`config.mk`:
```
export PLATFORM = sky130hd
export DESIGN_NAME = multi_channel_pulse_oscillator_unit_flat
export DESIGN_NICKNAME = d
export VERILOG_FILES = /design/src/design/mcpo_pkg.sv /design/src/design/mcpo_in_if.sv /design/src/design/mcpo_out_if.sv /design/src/design/multi_channel_pulse_oscillator_unit.sv /design/src/flat_wrapper.sv
export VERILOG_INCLUDE_DIRS = /design/src /design/src/design
export SDC_FILE = /design/constraint.sdc
export NUM_CORES = 1
export LEC_CHECK = 0
export ABC_AREA = 0
export BUFFER_PORTS_ARGS = -buffer_cell sky130_fd_sc_hd__buf_2
export CORE_MARGIN = 2
export CORE_UTILIZATION = 56
export DETAILED_ROUTE_END_ITERATION = 12
export HOLD_SLACK_MARGIN = 0.12
export PLACE_DENSITY = 0.76
export SETUP_SLACK_MARGIN = 0.5
export SLEW_MARGIN = 25
export SYNTH_ARGS = -nofsm -noshare
export SYNTH_HDL_FRONTEND = slang
export SYNTH_SLANG_ARGS = --single-unit
```
`constraint.sdc`:
```
create_clock -name clk -period 3 [get_ports clk]
set_clock_uncertainty 0.05 [all_clocks]
set_input_delay 0.3 -clock clk [delete_from_list [all_inputs] [get_ports clk]]
set_output_delay 0.3 -clock clk [all_outputs]
set_load 0.05 [all_outputs]
```
`src/design/multi_channel_pulse_oscillator_unit_macros.svh`:
```
// Assertion helpers for the pulse oscillator RTL.
`ifndef MULTI_CHANNEL_PULSE_OSCILLATOR_UNIT_MACROS_SVH
`define MULTI_CHANNEL_PULSE_OSCILLATOR_UNIT_MACROS_SVH

// Same-cycle implication, sampled on clk, ignored while in reset.
`define MCPO_ASSERT_NOW(label, ante, cons, msg) \
  label: assert property (@(posedge clk) disable iff (rst) (ante) |-> (cons)) \
    else $error(msg);

// Next-cycle implication, sampled on clk, ignored while in reset.
`define MCPO_ASSERT_NEXT(label, ante, cons, msg) \
  label: assert property (@(posedge clk) disable iff (rst) (ante) |=> (cons)) \
    else $error(msg);

`endif

```
`src/design/mcpo_pkg.sv`:
```
`default_nettype none

package mcpo_pkg;

  localparam int CHANNEL_COUNT_DEF = 4;
  localparam int TIME_WIDTH_DEF    = 16;

  // Fixed field widths of the transactions.
  localparam int MODE_W    = 2;
  localparam int CHANNEL_W = 3;
  localparam int CMD_TIME_W = 16;
  localparam int OUT_W     = 4;

  // Power-on period, in milliseconds.
  localparam logic [31:0] RESET_HIGH_TIME = 32'd1000;
  localparam logic [31:0] RESET_LOW_TIME  = 32'd2000;

  typedef enum logic [MODE_W-1:0] {
    MODE_TICK  = 2'd0,
    MODE_START = 2'd1,
    MODE_STOP  = 2'd2
  } mode_t;

  typedef enum logic [1:0] {
    PH_IDLE = 2'd0,
    PH_ON   = 2'd1,
    PH_OFF  = 2'd2
  } phase_t;

endpackage

`default_nettype wire

```
`src/design/mcpo_in_if.sv`:
```
`default_nettype none

interface mcpo_in_if;
  logic                               valid;
  logic                               ready;
  logic [mcpo_pkg::MODE_W-1:0]        mode;
  logic [mcpo_pkg::CHANNEL_W-1:0]     channel;
  logic [mcpo_pkg::CMD_TIME_W-1:0]    on_time;
  logic [mcpo_pkg::CMD_TIME_W-1:0]    off_time;

  modport source (output valid, output mode, output channel, output on_time,
                  output off_time, input ready);
  modport sink   (input valid, input mode, input channel, input on_time,
                  input off_time, output ready);
endinterface

`default_nettype wire

```
`src/design/mcpo_out_if.sv`:
```
`default_nettype none

interface mcpo_out_if;
  logic                        valid;
  logic                        ready;
  logic [mcpo_pkg::OUT_W-1:0]  pin_levels;
  logic [mcpo_pkg::OUT_W-1:0]  running_mask;

  modport source (output valid, output pin_levels, output running_mask, input ready);
  modport sink   (input valid, input pin_levels, input running_mask, output ready);
endinterface

`default_nettype wire

```
`src/design/multi_channel_pulse_oscillator_unit.sv`:
```
// Multi-channel pulse oscillator. Each of CHANNEL_COUNT channels is idle, on
// (pin high) or off (pin low) with a millisecond countdown of TIME_WIDTH bits.
// A cmd transaction is a tick (mode 0: every running countdown advances; at
// zero or one the channel toggles and reloads the other phase's time), a start
// (mode 1: store on/off times, on time 0 taken as 1; an idle channel also goes
// high and loads its on time) or a stop (mode 2: channel goes low and idle,
// countdown kept). Start or stop on a channel at or above CHANNEL_COUNT, and
// mode 3, change nothing. Times wider than TIME_WIDTH saturate. Every cmd
// transaction yields exactly one result transaction carrying the updated pin
// levels and running mask (bit i for channel i, bits past the channel count
// read 0). Throughput is one transaction per clock without result backpressure;
// each passes through the input register and the result register, with all
// channels updated in parallel between them. Result backpressure stalls the
// input register, and cmd.ready falls only once both registers are full. No
// clearing pass follows reset: the block is ready as soon as rst falls.
`default_nettype none

module multi_channel_pulse_oscillator_unit #(
  parameter int CHANNEL_COUNT = mcpo_pkg::CHANNEL_COUNT_DEF,
  parameter int TIME_WIDTH    = mcpo_pkg::TIME_WIDTH_DEF
) (
  input  logic              clk,
  input  logic              rst,
  mcpo_in_if.sink           cmd,
  mcpo_out_if.source        result
);

  `include "multi_channel_pulse_oscillator_unit_macros.svh"

  localparam logic [TIME_WIDTH-1:0] TIME_MAX = '1;

  // Saturate a millisecond count to the countdown width.
  function automatic logic [TIME_WIDTH-1:0] clamp_time(input logic [31:0] v);
    logic [32:0] max_ext;
    max_ext = 33'(TIME_MAX);
    if ({1'b0, v} > max_ext) begin
      return TIME_MAX;
    end
    return v[TIME_WIDTH-1:0];
  endfunction

  // Input register.
  logic                              s1_valid;
  logic [mcpo_pkg::MODE_W-1:0]       s1_mode;
  logic [mcpo_pkg::CHANNEL_W-1:0]    s1_channel;
  logic [mcpo_pkg::CMD_TIME_W-1:0]   s1_on_time;
  logic [mcpo_pkg::CMD_TIME_W-1:0]   s1_off_time;
  logic                              s1_fire;

  // Channel state.
  mcpo_pkg::phase_t                  phase          [CHANNEL_COUNT];
  logic [TIME_WIDTH-1:0]             remaining      [CHANNEL_COUNT];
  logic [TIME_WIDTH-1:0]             high_time      [CHANNEL_COUNT];
  logic [TIME_WIDTH-1:0]             low_time       [CHANNEL_COUNT];
  mcpo_pkg::phase_t                  phase_next     [CHANNEL_COUNT];
  logic [TIME_WIDTH-1:0]             remaining_next [CHANNEL_COUNT];
  logic [TIME_WIDTH-1:0]             high_time_next [CHANNEL_COUNT];
  logic [TIME_WIDTH-1:0]             low_time_next  [CHANNEL_COUNT];

  logic [TIME_WIDTH-1:0]             start_high;
  logic [TIME_WIDTH-1:0]             start_low;
  logic [mcpo_pkg::OUT_W-1:0]        levels_next;
  logic [mcpo_pkg::OUT_W-1:0]        running_next;

  // Advance the input register whenever the result register is free or drains.
  assign s1_fire   = s1_valid && (!result.valid || result.ready);
  assign cmd.ready = !s1_valid || s1_fire;

  always_ff @(posedge clk) begin
    if (rst) begin
      s1_valid <= 1'b0;
    end else if (cmd.valid && cmd.ready) begin
      s1_valid <= 1'b1;
    end else if (s1_fire) begin
      s1_valid <= 1'b0;
    end
  end

  always_ff @(posedge clk) begin
    if (cmd.valid && cmd.ready) begin
      s1_mode     <= cmd.mode;
      s1_channel  <= cmd.channel;
      s1_on_time  <= cmd.on_time;
      s1_off_time <= cmd.off_time;
    end
  end

  // A start raises a zero on time to one.
  assign start_high = clamp_time((s1_on_time == '0) ? 32'd1 : 32'(s1_on_time));
  assign start_low  = clamp_time(32'(s1_off_time));

  // Per-channel update; channels are independent of each other.
  always_comb begin
    for (int c = 0; c < CHANNEL_COUNT; c++) begin
      phase_next[c]     = phase[c];
      remaining_next[c] = remaining[c];
      high_time_next[c] = high_time[c];
      low_time_next[c]  = low_time[c];
      case (s1_mode)
        mcpo_pkg::MODE_TICK: begin
          if (phase[c] == mcpo_pkg::PH_ON || phase[c] == mcpo_pkg::PH_OFF) begin
            if (remaining[c] <= TIME_WIDTH'(1)) begin
              // Expired: toggle and reload the phase being entered.
              if (phase[c] == mcpo_pkg::PH_ON) begin
                phase_next[c]     = mcpo_pkg::PH_OFF;
                remaining_next[c] = low_time[c];
              end else begin
                phase_next[c]     = mcpo_pkg::PH_ON;
                remaining_next[c] = high_time[c];
              end
            end else begin
              remaining_next[c] = remaining[c] - TIME_WIDTH'(1);
            end
          end
        end
        mcpo_pkg::MODE_START: begin
          // A channel index matching c is in range by construction.
          if (s1_channel == mcpo_pkg::CHANNEL_W'(c)) begin
            high_time_next[c] = start_high;
            low_time_next[c]  = start_low;
            if (phase[c] == mcpo_pkg::PH_IDLE) begin
              phase_next[c]     = mcpo_pkg::PH_ON;
              remaining_next[c] = start_high;
            end
          end
        end
        mcpo_pkg::MODE_STOP: begin
          if (s1_channel == mcpo_pkg::CHANNEL_W'(c)) begin
            phase_next[c] = mcpo_pkg::PH_IDLE;
          end
        end
        default: begin
        end
      endcase
    end
  end

  always_ff @(posedge clk) begin
    if (rst) begin
      for (int c = 0; c < CHANNEL_COUNT; c++) begin
        phase[c]     <= mcpo_pkg::PH_IDLE;
        remaining[c] <= '0;
        high_time[c] <= clamp_time(mcpo_pkg::RESET_HIGH_TIME);
        low_time[c]  <= clamp_time(mcpo_pkg::RESET_LOW_TIME);
      end
    end else if (s1_fire) begin
      for (int c = 0; c < CHANNEL_COUNT; c++) begin
        phase[c]     <= phase_next[c];
        remaining[c] <= remaining_next[c];
        high_time[c] <= high_time_next[c];
        low_time[c]  <= low_time_next[c];
      end
    end
  end

  // Report the low four channels; missing channels read as idle.
  for (genvar b = 0; b < mcpo_pkg::OUT_W; b++) begin : g_report
    if (b < CHANNEL_COUNT) begin : g_live
      assign levels_next[b]  = (phase_next[b] == mcpo_pkg::PH_ON);
      assign running_next[b] = (phase_next[b] != mcpo_pkg::PH_IDLE);
    end else begin : g_absent
      assign levels_next[b]  = 1'b0;
      assign running_next[b] = 1'b0;
    end
  end

  // Result register.
  always_ff @(posedge clk) begin
    if (rst) begin
      result.valid <= 1'b0;
    end else if (s1_fire) begin
      result.valid <= 1'b1;
    end else if (result.ready) begin
      result.valid <= 1'b0;
    end
  end

  always_ff @(posedge clk) begin
    if (s1_fire) begin
      result.pin_levels   <= levels_next;
      result.running_mask <= running_next;
    end
  end

  `MCPO_ASSERT_NOW(a_level_implies_running, result.valid,
    (result.pin_levels & ~result.running_mask) == '0,
    "pin high on a channel that is not running")

  `MCPO_ASSERT_NOW(a_result_from_stage, $rose(result.valid), $past(s1_fire),
    "result appeared without a transaction leaving the input register")

  `MCPO_ASSERT_NEXT(a_stop_idles, s1_fire && s1_mode == mcpo_pkg::MODE_STOP && s1_channel == '0,
    result.valid && !result.running_mask[0] && !result.pin_levels[0],
    "stop left channel zero running")

  `MCPO_ASSERT_NEXT(a_start_drives_high,
    s1_fire && s1_mode == mcpo_pkg::MODE_START && s1_channel == '0 && phase[0] == mcpo_pkg::PH_IDLE,
    result.valid && result.pin_levels[0] && result.running_mask[0],
    "start on idle channel zero did not drive it high")

endmodule

`default_nettype wire
```
`src/flat_wrapper.sv`:
```
// flat-port wrapper written by rule: the top's interface ports become plain ports
module multi_channel_pulse_oscillator_unit_flat 
#(
  parameter int CHANNEL_COUNT = mcpo_pkg::CHANNEL_COUNT_DEF,
  parameter int TIME_WIDTH    = mcpo_pkg::TIME_WIDTH_DEF
)
  (clk, rst, cmd_valid, cmd_mode, cmd_channel, cmd_on_time, cmd_off_time, cmd_ready, result_valid, result_pin_levels, result_running_mask, result_ready);
  mcpo_in_if cmd_i ();
  mcpo_out_if result_i ();
  input  logic clk;
  input  logic rst;
  input wire logic [$bits(cmd_i.valid)-1:0] cmd_valid;
  input wire logic [$bits(cmd_i.mode)-1:0] cmd_mode;
  input wire logic [$bits(cmd_i.channel)-1:0] cmd_channel;
  input wire logic [$bits(cmd_i.on_time)-1:0] cmd_on_time;
  input wire logic [$bits(cmd_i.off_time)-1:0] cmd_off_time;
  output wire logic [$bits(cmd_i.ready)-1:0] cmd_ready;
  output wire logic [$bits(result_i.valid)-1:0] result_valid;
  output wire logic [$bits(result_i.pin_levels)-1:0] result_pin_levels;
  output wire logic [$bits(result_i.running_mask)-1:0] result_running_mask;
  input wire logic [$bits(result_i.ready)-1:0] result_ready;
  assign cmd_i.valid = cmd_valid;
  assign cmd_i.mode = cmd_mode;
  assign cmd_i.channel = cmd_channel;
  assign cmd_i.on_time = cmd_on_time;
  assign cmd_i.off_time = cmd_off_time;
  assign cmd_ready = cmd_i.ready;
  assign result_valid = result_i.valid;
  assign result_pin_levels = result_i.pin_levels;
  assign result_running_mask = result_i.running_mask;
  assign result_i.ready = result_ready;
  multi_channel_pulse_oscillator_unit #(.CHANNEL_COUNT(CHANNEL_COUNT), .TIME_WIDTH(TIME_WIDTH)) u_core (.clk(clk), .rst(rst), .cmd(cmd_i), .result(result_i));
endmodule
```
==> impl_metrics.ini <==
[cells_and_area]
post_route_cells_drive_above_1_share_pct = 19.4
num-nets-final = 1133
n_antenna_cell = 0
layout.filler_cells = 1437
postLayoutCellArea_um2 = 14000
area_delta_synth_final_pct = 17.8

[clock_network]
insertion_delay_ps = 530
clkSinkCount = 247
cts.reportedPaths.clkPinSlew_ps = 70
cts_made_buffers = 25
cts.path.max_buffers = 3
ctsRootBufferMaster = sky130_fd_sc_hd__clkbuf_16
cts-htree-levels = 1
tritoncts = yes

[sta]
setup_repair_after_global_routing_missed_its_margin = false
max_clock_freq_ghz = 0.404
share_of_the_clock_period_used_by_the_worst_path_pct = 82.6
report.final.slew_viol_count = 0
final-hold-violation-count = 0
setup_total_negative_slack_ps = 0
max-slew-margin-rel_pct = 48.6
worst-slew-pin-transition_ps = 771
min_period_ps = 2480
final-setup-viol-count = 0

[grt]
globalRouteOverflowTotal = 0
antenna_found_initial = 0
global_route.usage.total_pct = 25.1
grt_pass1_vias = 7952
grt_start_max_net_pins = 39
grt_first_pass_wirelength_um = 42800

[critical_path]
critical_path.slowest_cell = sky130_fd_sc_hd__or4_1
critPathArrivalTime_ps = 2770
crit_family = simple AND/OR/NAND/NOR gates
slowest_delay_ps = 610
worst-setup-path-type = reg2reg
critical_path.n_buffers_inverters = 1
critical_path.reg2reg.startpoint = u_core.remaining[3][10]$_SDFFCE_PN0P_
endpoint_kind = flip-flop
worst_r2r_path_depth = 6
timing.critical_path.depth = 6
worst_setup_path_start_kind = flip-flop
crit_path_cell_trace = or4_1 > or4_4 > nor2_4 > buf_12 > o21ai_0 > o21ai_0
r2r_end = u_core.remaining[3][7]$_SDFFCE_PN0P_
regToRegSetupSlack_ps = 520
critical-path-top-cell-by-count = sky130_fd_sc_hd__o21ai_0
worst-endpoint-required_ps = 3300
worst-path-max-fanout = 12

[pwr]
max-vdd-ir-drop_mv = 0.514
pwr-share-seq_pct = 52.2
combPwrFrac_pct = 9.6
clock_power_share_pct = 38.2
total_switching_power_mw = 1.83
p_int_mw = 6.10
cellPowerDensity_nw_per_um2 = 568
p_leak_nw = 4.91
switching_share_of_power_pct = 23.1

[status]
outcome = finished clean

[floorplanning]
fp.dieArea_um2 = 22400
die_h_um = 150
pin_count = 51
initial_cell_density_of_the_core_pct = 56.8
floorplan.rows = 53
placeableCoreArea_um2 = 20900
fp.dieW_um = 150

[synthesis]
syn-cell-area_um2 = 11900
syn_nets = 1008
synth_sequential_area_ratio_pct = 62.4
yosys_register_bits = 247
postSynthCellCount = 947
total_number_of_yosys_warnings = 0
avgSynthCellArea_um2 = 12.5
synthFlopType = sky130_fd_sc_hd__edfxtp_1
async_flop_share_pct = 0
ys_types = 65
number_of_enable_type_register_cells_in_the_synthesized_netlist = 245

[place]
io_buffers = 50
placed_cell_area_um2 = 12600
finalWeightedCongestion = 0.874
hpwl_um = 18900

[detailed_routing]
detailroute.via_count = 8236
drt_pass1_iterations = 5
drc = 0
drt_iter0_markers = 950
detailed_route_wire_length_um = 27900
routed_via_density = 6.03
detailed_route_wire_length_per_cell_um = 20.4
drt.antenna.violating_nets = 0

[flow_run]
count_of_max_cap_constraint_violations = 0

[hold_path]
hold_path_end = u_core.s1_channel[1]$_DFFE_PP_
hold_path_depth = 2
worstHoldPathType = in2reg
min_from = cmd_channel[1]
## stage by stage
stage | cells | setup slack [ps] | util (%) | hold slack, ps | power, mW
6_report | 1365 | 522 | 66.9 | 427 | 7.93
5_1_grt | 1365 | 449 | 66.9 | 436 | 8.20
4_1_cts | 1358 | 531 | 66.4 | 417 | 7.94
3_5_place_dp | 1268 | 415 | 60.4 | 428 | 4.89
3_3_place_gp | 1268 | 479 | 60.4 | 426 | 4.86
2_1_floorplan | 947 | 495 | - | 349 | 4.64
## placed cells by master, fill, tap and decap left out, types with 6 or more instances in the layout
master	netlist	routed
sky130_fd_sc_hd__nand2b_1	30	30
sky130_fd_sc_hd__o31ai_1	19	19
sky130_fd_sc_hd__nor3_1	27	24
sky130_fd_sc_hd__mux2_2	33	33
sky130_fd_sc_hd__and2_1	41	41
sky130_fd_sc_hd__buf_4	0	50
sky130_fd_sc_hd__nor2b_1	20	20
sky130_fd_sc_hd__mux2i_1	18	18
sky130_fd_sc_hd__edfxtp_1	245	245
sky130_fd_sc_hd__xnor2_1	25	25
sky130_fd_sc_hd__nand3_1	24	24
sky130_fd_sc_hd__nor2_1	77	75
sky130_fd_sc_hd__a211oi_1	18	16
sky130_fd_sc_hd__buf_2	5	50
sky130_fd_sc_hd__nor4_1	20	17
sky130_fd_sc_hd__a31o_2	6	6
sky130_fd_sc_hd__dlygate4sd3_1	0	41
sky130_fd_sc_hd__inv_1	20	20
sky130_fd_sc_hd__clkinv_2	0	6
sky130_fd_sc_hd__a21oi_1	20	20
sky130_fd_sc_hd__ha_1	20	20
sky130_fd_sc_hd__clkbuf_16	0	25
sky130_fd_sc_hd__xor2_1	17	17
sky130_fd_sc_hd__nand4_1	9	9
sky130_fd_sc_hd__nand2_1	45	45
sky130_fd_sc_hd__or4_1	8	7
sky130_fd_sc_hd__o21ai_0	84	84
## power groups by stage
| stage | clock (mW) | sequential, mW | combinational [mW] |
|---|---|---|---|
| after detailed placement | 0 | 4.20 | 0.683 |
| after global routing | 3.22 | 4.16 | 0.829 |
| after global placement | 0 | 4.19 | 0.672 |
| after CTS | 3.08 | 4.13 | 0.730 |
| after floorplan | 0 | 4.18 | 0.458 |
| final | 3.03 | 4.14 | 0.761 |
## kinds of logic (layout without fill, tap and decap cells)
logic type / count (synthesis) / count (layout) / synth area share (%)
AND/OR/NAND/NOR: 338 / 338 / 15.6
flip-flops: 247 / 247 / 62.4
AO/OA/AOI/OAI: 183 / 183 / 9.73
buffers and inverters: 65 / 208 / 2.30
multiplexers: 51 / 51 / 4.65
XOR/XNOR: 42 / 42 / 3.10
adder cells (fa/ha/maj): 21 / 21 / 2.20
## how the worst max path moves through the flow
| stage | start | to | slack (ps) |
|---|---|---|---|
| after floorplan | u_core.result.valid$_SDFFE_PP0P_ | u_core.high_time[1][0]$_DFFE_PP_ | 500 |
| after global placement | u_core.remaining[3][6]$_SDFFCE_PN0P_ | u_core.remaining[3][3]$_SDFFCE_PN0P_ | 480 |
| after detailed placement | u_core.remaining[0][10]$_SDFFCE_PN0P_ | u_core.result.pin_levels[0]$_DFFE_PP_ | 410 |
| after CTS | u_core.remaining[2][10]$_SDFFCE_PN0P_ | u_core.remaining[2][10]$_SDFFCE_PN0P_ | 530 |
| after global routing | u_core.remaining[3][6]$_SDFFCE_PN0P_ | u_core.remaining[3][7]$_SDFFCE_PN0P_ | 450 |
| final | u_core.remaining[3][10]$_SDFFCE_PN0P_ | u_core.remaining[3][7]$_SDFFCE_PN0P_ | 520 |
## layer usage
metal | global-route usage, % | vias to the layer above | share of wire [%]
met5 | 0 | - | 0
met4 | 6.71 | 0 | 2.2
met3 | 4.97 | 57 | 10
met2 | 40.4 | 418 | 47
met1 | 35.3 | 3954 | 41
li1 | - | 3807 | -
## cell type report
class	count	area, um^2	area share (%)
timing repair buffer	143	1070	7.64
tap	275	344	2.46
sequential	247	7400	53.0
clock inverter	17	165	1.18
inverter	20	75.1	0.537
clock buffer	28	637	4.56
multi-input combinational	635	4280	30.6
## repair_timing
action	in CTS	in global routing
pin swaps	1	3
setup buffers	4	7
gates resized for setup	1	10
hold buffers	41	0
endpoints found under the hold margin	39	0
endpoints found under the setup margin	24	56
## sequential cells by signal, indices dropped and copies added, names as in the netlist
| register | cells |
|---|---|
| u_core.high_time | 64 |
| u_core.low_time | 64 |
| u_core.remaining | 64 |
| u_core.s1_off_time | 16 |
| u_core.s1_on_time | 16 |
| u_core.phase | 8 |
| u_core.result.pin_levels | 4 |
| u_core.result.running_mask | 4 |
| u_core.s1_channel | 3 |
| u_core.s1_mode | 2 |
| u_core.result.valid | 1 |
| u_core.s1_valid | 1 |
## cells in the mapped netlist, types with 17 or more instances
library cell	number	area share, %
sky130_fd_sc_hd__mux2_2	33	3.1
sky130_fd_sc_hd__nor4_1	20	1.1
sky130_fd_sc_hd__a211oi_1	18	1.1
sky130_fd_sc_hd__nand3_1	24	1.0
sky130_fd_sc_hd__nor3_1	27	1.1
sky130_fd_sc_hd__edfxtp_1	245	62
sky130_fd_sc_hd__o21ai_0	84	3.5
sky130_fd_sc_hd__and2_1	41	2.2
sky130_fd_sc_hd__nor2_1	77	2.4
sky130_fd_sc_hd__clkbuf_1	37	1.2
sky130_fd_sc_hd__nand2b_1	30	1.6
sky130_fd_sc_hd__a21oi_1	20	0.84
sky130_fd_sc_hd__nor2b_1	20	1.1
sky130_fd_sc_hd__o31ai_1	19	1.2
sky130_fd_sc_hd__ha_1	20	2.1
sky130_fd_sc_hd__inv_1	20	0.63
sky130_fd_sc_hd__xnor2_1	25	1.8
sky130_fd_sc_hd__mux2i_1	18	1.5
sky130_fd_sc_hd__xor2_1	17	1.3
sky130_fd_sc_hd__nand2_1	45	1.4
Power figures use the tool's default switching activity.
